===== src/rtl/ucpb_pkg.sv =====
// ucpb_pkg: shared types and constants for the unique color palette builder
// used by ucpb_ctrl, ucpb_datapath and unique_color_palette_builder
`timescale 1ns / 1ps

package ucpb_pkg;

  localparam int MAX_ENTRIES_DEF = 128;

  // command codes on the input channel
  localparam logic CMD_ADD  = 1'b0;
  localparam logic CMD_READ = 1'b1;

  // result status codes
  localparam logic [2:0] ST_INSERTED = 3'd0;
  localparam logic [2:0] ST_PRESENT  = 3'd1;
  localparam logic [2:0] ST_DROPPED  = 3'd2;
  localparam logic [2:0] ST_READ_OK  = 3'd3;
  localparam logic [2:0] ST_READ_BAD = 3'd4;

  typedef enum logic [2:0] {
    S_IDLE,
    S_READ,
    S_START,
    S_SCAN,
    S_DONE
  } state_t;

  // commands from controller to datapath
  typedef struct packed {
    logic accept;
    logic rd_issue;
    logic start;
    logic scan;
    logic res_insert;
    logic res_present;
    logic res_drop;
    logic load_out;
  } ctrl_t;

  // status from datapath to controller
  typedef struct packed {
    logic is_read;
    logic full;
    logic pend;
    logic match;
    logic scan_end;
    logic out_busy;
  } dp_stat_t;

endpackage


===== src/rtl/ucpb_ctrl.sv =====
// ucpb_ctrl: sequencing state machine for the palette builder
// depends on ucpb_pkg for the state, command and status types
`timescale 1ns / 1ps

module ucpb_ctrl (
  input  logic               clk,
  input  logic               rst,
  input  logic               in_valid,
  output logic               in_stall,
  input  ucpb_pkg::dp_stat_t stat,
  output ucpb_pkg::ctrl_t    ctl
);

  ucpb_pkg::state_t state;
  ucpb_pkg::state_t state_next;

  always_ff @(posedge clk) begin
    if (rst) begin
      state <= ucpb_pkg::S_IDLE;
    end else begin
      state <= state_next;
    end
  end

  always_comb begin
    state_next = state;
    unique case (state)
      ucpb_pkg::S_IDLE: begin
        if (in_valid) begin
          state_next = stat.is_read ? ucpb_pkg::S_READ : ucpb_pkg::S_START;
        end
      end
      ucpb_pkg::S_READ:  state_next = ucpb_pkg::S_DONE;
      ucpb_pkg::S_START: state_next = ucpb_pkg::S_SCAN;
      ucpb_pkg::S_SCAN: begin
        if (stat.full || (stat.pend && stat.match) || (!stat.pend && stat.scan_end)) begin
          state_next = ucpb_pkg::S_DONE;
        end
      end
      ucpb_pkg::S_DONE: begin
        if (!stat.out_busy) begin
          state_next = ucpb_pkg::S_IDLE;
        end
      end
      default: state_next = ucpb_pkg::S_IDLE;
    endcase
  end

  always_comb begin
    ctl      = '0;
    in_stall = 1'b1;
    unique case (state)
      ucpb_pkg::S_IDLE: begin
        in_stall   = 1'b0;
        ctl.accept = in_valid;
      end
      ucpb_pkg::S_READ:  ctl.rd_issue = 1'b1;
      ucpb_pkg::S_START: ctl.start = 1'b1;
      ucpb_pkg::S_SCAN: begin
        priority if (stat.full) begin
          ctl.res_drop = 1'b1;
        end else if (stat.pend && stat.match) begin
          ctl.res_present = 1'b1;
        end else if (!stat.pend && stat.scan_end) begin
          ctl.res_insert = 1'b1;
        end else begin
          ctl.scan = 1'b1;
        end
      end
      ucpb_pkg::S_DONE: ctl.load_out = !stat.out_busy;
      default: ctl = '0;
    endcase
  end

endmodule


===== config.mk =====
export PLATFORM = sky130hd
export DESIGN_NAME = ucpb_ctrl
export DESIGN_NICKNAME = d
export VERILOG_FILES = /design/src/rtl/ucpb_pkg.sv /design/src/rtl/ucpb_ctrl.sv
export SDC_FILE = /design/constraint.sdc
export NUM_CORES = 1
export LEC_CHECK = 0
export BUFFER_PORTS_ARGS = -buffer_cell sky130_fd_sc_hd__buf_2
export CORE_AREA = 10 10 47 49
export DETAILED_ROUTE_END_ITERATION = 6
export DIE_AREA = 0 0 57 59
export GPL_ROUTABILITY_DRIVEN = 0
export SLEW_MARGIN = 5
export SYNTH_ARGS = -nofsm -noshare
export SYNTH_HDL_FRONTEND = slang
export SYNTH_SLANG_ARGS = --single-unit

===== constraint.sdc =====
create_clock -name clk -period 1.3 [get_ports clk]
set_input_delay 0.26 -clock clk [delete_from_list [all_inputs] [get_ports clk]]
set_output_delay 0.26 -clock clk [all_outputs]
set_load 0.01 [all_outputs]

==> flow_summary.toml, run 1 <==
[setup_path]
cp-end-kind = "output port"
reg2reg_from = "state[2]"
r2r-end = "state[2]"
arrival_ps = 1210
crit_end = "ctl[2]"
rrSetupSlack_ps = 20
path_class = "reg2out"
required_ps = 1040
critPathLaunchType = "flip-flop"
startpoint = "state[2]"
reg2reg_depth = 5
worst-path-max-fanout = 7

[clocking]
cts_tree = "built"
clk_pin_slew_ps = 40
htreeDepth = 1
max-clock-path-buffers = 2
cts_buffers = 3
clk_latency_ps = 240
cts-root-buf = "clkbuf_4"
clock_sinks = 3

[timing]
rsz0062_at_grt = "yes"
timing.final.hold_violations = 0
setup_viol = 6
fin_ws_ps = -167
fmax_mhz = 682
max_slew_margin_pct = 75.8
min_period_ps = 1470
worst_pin_slew_ps = 352
skew_ps = 6.24
maxSlewViolCount = 0
finalCritPeriodShare_pct = 113

[power_and_ir_drop]
irDropWorstVdd_v = 0.000296
leakage_nw = 0.244
power_frac_seq_pct = 26.0
p_sw_share_pct = 33.5
pwr-share-clk_pct = 33.7
p_comb_share_pct = 40.3
internal_power_mw = 0.335
switching_power_mw = 0.169
finalPower_mw = 0.504
power_density_nw_per_um2 = 997

[yosys]
synth_seq_area_share_pct = 24.7
synth.avg_cell_area_um2 = 8.99
ys_warn_count = 0
synth_cells = 27
ys_seq_elements = 3
synthDistinctLibCells = 20
syn_area_um2 = 243
synth.net_count = 36

[cells_and_area]
largest_reg_flops = 3
drive_gt1_share_pct = 72.2
antenna_cells = 0
final_nets = 64
top_regs = "state: 3 flops"
fin_cells = 70
area_delta_synth_final_pct = 108
largest_register = "state"

[drt]
route.detailed.vias_per_inst = 4.73
routed_wl_um = 1000
routed-via-count = 331
drtAntennaViolNets = 0
post_drt_wl_per_cell_um = 14.3
drt_iter0_drc = 4
remaining_drc_errors = 0
firstDrtPassIters = 3

[floorplan]
fp.dieW_um = 57
pin_count = 18
fp-row-count = 14
die_h_um = 59
initial_utilization_pct = 17.3
dieArea_um2 = 3360
core_um2 = 1400

[placement]
port_buffers = 17
dp.cells = 63
hpwl_um = 708

[global_routing]
antenna_found_initial = 0
grt.total_usage_pct = 5.27
grt_pass1_wl_um = 1350
grt_overflow = 0
grt_pass1_vias = 325
grt_start_max_net_pins = 8

[run_status]
status = "finished, violations left"
failed_checks = "negative setup slack"

[job]
drv_cap = 0

[hold_path]
hold_class = "in2reg"
## power by group through the flow
stage / Sequential [mW] / Clock, mW / Combinational, mW
floorplan: 0.118 / 0 / 0.0794
global placement: 0.121 / 0 / 0.143
detailed placement: 0.122 / 0 / 0.146
CTS: 0.128 / 0.169 / 0.163
global route: 0.133 / 0.185 / 0.222
finish: 0.131 / 0.170 / 0.203
## cells by family (layout without fill, tap and decap cells)
logic type / count (synthesis) / after routing / share of synthesized area [%]
AO/OA/AOI/OAI: 4 / 4 / 13.4
buffers and inverters: 1 / 28 / 1.54
flip-flops: 3 / 3 / 24.7
multiplexers: 2 / 2 / 8.25
AND/OR/NAND/NOR: 17 / 17 / 52.1
## layout make-up
type | instances | area, um2
multi-input combinational | 23 | 224
timing repair buffer | 23 | 160
inverter | 1 | 3.75
tap | 16 | 20.0
fill | 145 | 896
sequential | 3 | 71.3
clock buffer | 4 | 26.3
## cell usage after synthesis
master,n,area [um2]
and3b_1,1,8.76
a32oi_1,1,8.76
and2_4,1,8.76
and4b_2,1,11.3
mux2i_1,2,20.0
dfxtp_1,3,60.1
or3b_1,1,8.76
and4bb_4,1,16.3
nor2_1,2,7.51
nor2b_1,1,6.26
a221oi_1,1,8.76
o31a_1,1,8.76
and3_2,1,7.51
or2b_1,1,7.51
a31oi_1,1,6.26
nor3b_1,2,15.0
inv_1,1,3.75
and2_1,1,6.26
nand2b_1,2,12.5
nor3_1,2,10.0
## worst min-delay path by stage
stage / from / endpoint / slack, ps / cells after the start
2_1_floorplan: rst / state[1] / 420 / 2
3_3_place_gp: rst / state[2] / 560 / 3
3_5_place_dp: stat[5] / state[0] / 560 / 3
4_1_cts: rst / state[2] / 310 / 3
5_1_grt: stat[5] / state[0] / 310 / 3
6_report: stat[5] / state[0] / 310 / 3
## worst max-delay path, stage by stage (launching register included)
cell	delay (ps)
dfxtp_4	360
and4bb_4	320
and3_4	190
buf_6	90
## what timing repair did
| item | in CTS | in global routing |
|---|---|---|
| gates resized for setup | 9 | 12 |
| setup endpoints to repair | 8 | 9 |
| pin swaps | 0 | 3 |
| hold buffers | 0 | 0 |
| setup buffers | 2 | 1 |
## routing by layer
layer | GRT usage, % | wire, um
met3 | 2.79 | 81
met4 | 6.04 | 20
met5 | 0 | 0
met1 | 4.15 | 355
met2 | 8.68 | 546
## stage by stage
stage	hold slack, ps	TNS (ps)	cell area (um2)	util (%)	setup WS (ps)
CTS	314	-688	447	31.9	-164
global placement	556	0	370	26.4	40.2
global route	308	-1010	505	36.1	-201
finish	305	-641	505	36.1	-167
floorplan	423	0	243	-	165
detailed placement	563	0	370	26.4	30.4
## cells in the final DEF, fill, tap and decap left out
cell	instances
or2b_1	1
o31a_1	1
a221oi_2	1
inv_2	1
dfxtp_4	3
and2_1	1
nor3b_4	1
nand2b_1	2
and4bb_4	1
buf_4	3
nor2b_1	1
nor2_1	2
clkbuf_1	1
nor3_2	1
mux2i_1	2
nor3b_1	1
and2_4	1
and3b_1	1
a32oi_2	1
clkbuf_4	3
or3b_1	1
a31oi_1	1
buf_2	14
and3_4	1
nor3_4	1
buf_6	6
and4b_2	1
(Power assumes the default switching activity.)
==> run 2, diff against run 1 <==
--- a/config.mk
+++ b/config.mk
@@ -10,6 +10,7 @@
 export DETAILED_ROUTE_END_ITERATION = 6
 export DIE_AREA = 0 0 57 59
 export GPL_ROUTABILITY_DRIVEN = 0
+export SETUP_SLACK_MARGIN = 0.02
 export SLEW_MARGIN = 5
 export SYNTH_ARGS = -nofsm -noshare
 export SYNTH_HDL_FRONTEND = slang
==> flow_summary.toml, run 2 (synthesized netlist as in run 1, its figures left out) <==
[hold_path]
worstHoldStart = "rst"
hold_class = "in2reg"
worst_hold_path.endpoint = "state[2]"
holdPathStages = 3

[power_and_ir_drop]
internal_power_mw = 0.328
power_frac_seq_pct = 26.3
pwr-share-clk_pct = 34.3
irDropWorstVdd_v = 0.000275
p_comb_share_pct = 39.4
power_density_nw_per_um2 = 928
switching_power_mw = 0.152
finalPower_mw = 0.479
p_sw_share_pct = 31.7
leakage_nw = 0.259

[setup_path]
path_buf_inv = 1
critPathMaxStageDelay_ps = 360
required_ps = 1040
worst-path-max-fanout = 6
critPathLaunchType = "flip-flop"
arrival_ps = 1190
reg2reg_from = "state[2]"
path_cells = "and4bb_4, and3_2, buf_6"
r2r-end = "state[2]"
cp_slowest_cell = "dfxtp_4"
path_class = "reg2out"
critical_path.top_delay_family = "simple AND/OR/NAND/NOR gates"
cp_num_cells = 3
reg2reg_depth = 5
rrSetupSlack_ps = 0
cp-end-kind = "output port"

[floorplan]
die_h_um = 59
pin_count = 18
dieArea_um2 = 3360
fp-row-count = 14
initial_utilization_pct = 17.3
fp.dieW_um = 57
core_um2 = 1400

[global_routing]
antenna_found_initial = 0
grt_pass1_vias = 324
grt.total_usage_pct = 5.31
grt_start_max_net_pins = 8
grt_pass1_wl_um = 1360
grt_overflow = 0

[cells_and_area]
area_delta_synth_final_pct = 113
final_cell_mix = "buf_2, buf_6, buf_4"
finalInstanceArea_um2 = 517
fillers = 149
largest_reg_flops = 3
final_nets = 67
antenna_cells = 0
drive_gt1_share_pct = 71.9
top_regs = "state: 3 flops"
final_common_cell = "buf_2"
largest_register = "state"

[run_status]
status = "finished, violations left"
failed_checks = "negative setup slack"

[placement]
dpl_cell_area_um2 = 370
port_buffers = 17
hpwl_um = 708

[timing]
skew_ps = 5.49
fin_ws_ps = -152
fmax_mhz = 689
finalHoldWorstSlack_ps = 313
min_period_ps = 1450
maxSlewViolCount = 0
max_slew_margin_pct = 79.4
timing.final.hold_violations = 0
rsz0062_at_grt = "yes"
finalCritPeriodShare_pct = 112
setup_viol = 8
worst_pin_slew_ps = 300

[drt]
drt_iter0_drc = 5
routed-via-count = 328
firstDrtPassIters = 4
route.detailed.vias_per_inst = 4.49
remaining_drc_errors = 0
drtAntennaViolNets = 0
post_drt_wl_per_cell_um = 12.7
routed_wl_um = 927

[clocking]
clock_sinks = 3
cts_tree = "built"
clk_latency_ps = 230
clk_pin_slew_ps = 40
cts-root-buf = "clkbuf_4"
max-clock-path-buffers = 2
htreeDepth = 1
cts_buffers = 3

[job]
drv_cap = 0
==> run 2: changes by cell type in the layout (fill, tap and decap cells not counted) <==
cell / previous run / this run
nand2b_1: 2 / 1
dfxtp_2: 0 / 1
a221oi_1: 0 / 1
dfxtp_4: 3 / 2
a221oi_2: 1 / 0
nand2b_4: 0 / 1
inv_2: 1 / 0
nor3_4: 1 / 0
inv_1: 0 / 1
and3_2: 0 / 1
nor3_2: 1 / 2
and3_4: 1 / 0
buf_4: 3 / 6
==> run 2: layout make-up <==
type | instances | area, um2 | share of cell area (%)
Timing Repair Buffer | 26 | 183 | 35.4
Clock buffer | 4 | 26.3 | 5.08
Multi-Input combinational cell | 23 | 215 | 41.6
Tap cell | 16 | 20.0 | 3.87
Inverter | 1 | 3.75 | 0.726
Sequential cell | 3 | 68.8 | 13.3
==> run 2: repair_timing <==
action,in CTS,in global routing
hold buffers,0,0
pin swaps,0,1
setup buffers,3,3
gates resized for setup,10,7
setup endpoints to repair,8,10
==> run 2: how the worst max path moves through the flow <==
stage | startpoint | endpoint
floorplan | state[2] | state[1]
global placement | stat[4] | ctl[2]
detailed placement | stat[4] | ctl[2]
CTS | state[2] | ctl[2]
global route | state[0] | ctl[7]
finish | state[2] | ctl[2]
==> run 2: tightest hold or removal path: stages <==
cell	delay (ps)
buf_2	100
or2b_1	90
mux2i_1	50
==> run 2: per-layer routing <==
layer  routed length [um]  part of all wire, %  GRT usage (%)
met4                    0                    0           6.04
met1                  345                   37           4.27
met5                    0                    0              0
met2                  499                   54           8.68
met3                   82                  8.8           2.79
==> run 2: metrics by stage <==
| step | setup TNS, ps | instances | utilization [%] | setup slack (ps) |
|---|---|---|---|---|
| after detailed placement | 0 | 63 | 26.4 | 30.4 |
| after floorplan | 0 | 27 | - | 165 |
| final | -653 | 73 | 36.9 | -152 |
| after CTS | -675 | 70 | 32.7 | -164 |
| after global placement | 0 | 63 | 26.4 | 40.2 |
| after global routing | -1240 | 73 | 36.9 | -200 |
==> run 2: power by group through the flow <==
stage,logic (mW),registers [mW],clock network [mW]
global placement,0.143,0.121,0
global route,0.209,0.128,0.185
finish,0.189,0.126,0.164
floorplan,0.0794,0.118,0
detailed placement,0.146,0.122,0
CTS,0.173,0.126,0.169
==> run 3, diff against run 2 <==
--- a/config.mk
+++ b/config.mk
@@ -10,6 +10,7 @@
 export DETAILED_ROUTE_END_ITERATION = 6
 export DIE_AREA = 0 0 57 59
 export GPL_ROUTABILITY_DRIVEN = 0
+export MAX_ROUTING_LAYER = met4
 export SETUP_SLACK_MARGIN = 0.02
 export SLEW_MARGIN = 5
 export SYNTH_ARGS = -nofsm -noshare
==> flow_summary.toml, run 3 (synthesized netlist as in run 1, its figures left out) <==
[run_status]
status = "finished, violations left"
failed_checks = "negative setup slack"

[timing]
fin_ws_ps = -152
fmax_mhz = 689
worst_pin_slew_ps = 300
finalCritPeriodShare_pct = 112
timing.final.hold_violations = 0
setup_viol = 8
skew_ps = 5.49
maxSlewViolCount = 0
rsz0062_at_grt = "yes"
min_period_ps = 1450
max_slew_margin_pct = 79.4

[drt]
wl_met3_um = 37
firstDrtPassIters = 4
highest_layer = "met3"
routed-via-count = 328
remaining_drc_errors = 0
wl_met2_um = 500
drt_iter0_drc = 5
wl_met1_um = 390
post_drt_wl_per_cell_um = 12.7
drtAntennaViolNets = 0
routed_wl_um = 928
route.detailed.vias_per_inst = 4.49

[floorplan]
pin_count = 18
initial_utilization_pct = 17.3
fp.dieW_um = 57
dieArea_um2 = 3360
die_h_um = 59
fp-row-count = 14
core_um2 = 1400

[clocking]
ctsHoldBuffers = 0
clk_pin_slew_ps = 40
cts_tree = "built"
clock_sinks = 3
cts-root-buf = "clkbuf_4"
cts_buffers = 3
clk_latency_ps = 230
max-clock-path-buffers = 2
htreeDepth = 1

[global_routing]
grt_start_max_net_pins = 8
grt.total_usage_pct = 5.46
grt_pass1_vias = 324
grt_pass1_wl_um = 1360
grt_overflow = 0
antenna_found_initial = 0

[power_and_ir_drop]
irDropWorstVdd_v = 0.000275
power_density_nw_per_um2 = 928
leakage_nw = 0.259

[setup_path]
arrival_ps = 1190
critPathLaunchType = "flip-flop"
worst-path-max-fanout = 6
required_ps = 1040
path_class = "reg2out"
cp-end-kind = "output port"

[cells_and_area]
antenna_cells = 0
largest_register = "state"
fin_util_pct = 36.9
drive_gt1_share_pct = 71.9
area_delta_synth_final_pct = 113
top_regs = "state: 3 flops"
final_cell_mix = "buf_2, buf_6, buf_4"
final_nets = 67
largest_reg_flops = 3
final_common_cell = "buf_2"
fin_cells = 73

[placement]
dp.cells = 63
hpwl_um = 708
port_buffers = 17

[job]
drv_cap = 0

[hold_path]
hold_class = "in2reg"
==> run 3: worst paths after layout <==
check | start | to | slack [ps] | cells after the start
min | rst | state[2] | 310 | 3
max reg2reg | state[2] | state[2] | 0 | 5
min reg2reg | state[0] | state[2] | 610 | 2
max | state[2] | ctl[2] | -150 | 3
==> run 3: layout make-up <==
class	instances	area, um2
fillers	149	885
inverters	1	3.75
flip-flops and latches	3	68.8
clock buffers	4	26.3
repair buffers	26	183
multi-input cells	23	215
well taps	16	20.0
==> run 3: per-layer routing <==
layer	global-route usage [%]	up-vias
met5	-	-
met4	6.04	0
met3	1.50	0
met2	8.68	10
met1	4.98	154
li1	-	164
==> run 3: power breakdown <==
part	switching [mW]	internal, mW	total, mW
clock	0.0494	0.115	0.164
sequential	0.0207	0.105	0.126
combinational	0.0816	0.107	0.189
==> run 3: through the flow <==
| stage | hold WS [ps] | total power [mW] | setup slack [ps] | setup TNS, ps | cell area [um2] |
|---|---|---|---|---|---|
| finish | 313 | 0.479 | -152 | -652 | 517 |
| global route | 319 | 0.522 | -200 | -1240 | 517 |
| CTS | 314 | 0.468 | -164 | -675 | 458 |
| detailed placement | 563 | 0.267 | 30.4 | 0 | 370 |
| global placement | 556 | 0.263 | 40.2 | 0 | 370 |
| floorplan | 423 | 0.198 | 165 | 0 | 243 |
==> run 3: timing repair <==
action                     4_1_cts  5_1_grt
setup buffers                    3        3
setup endpoints to repair        8       10
pin swaps                        0        1
resized for setup               10        7
==> run 3: critical path, stage by stage, from the launching register on <==
cell      delay (ps)
dfxtp_4          360
and4bb_4         320
and3_2           190
buf_6            100
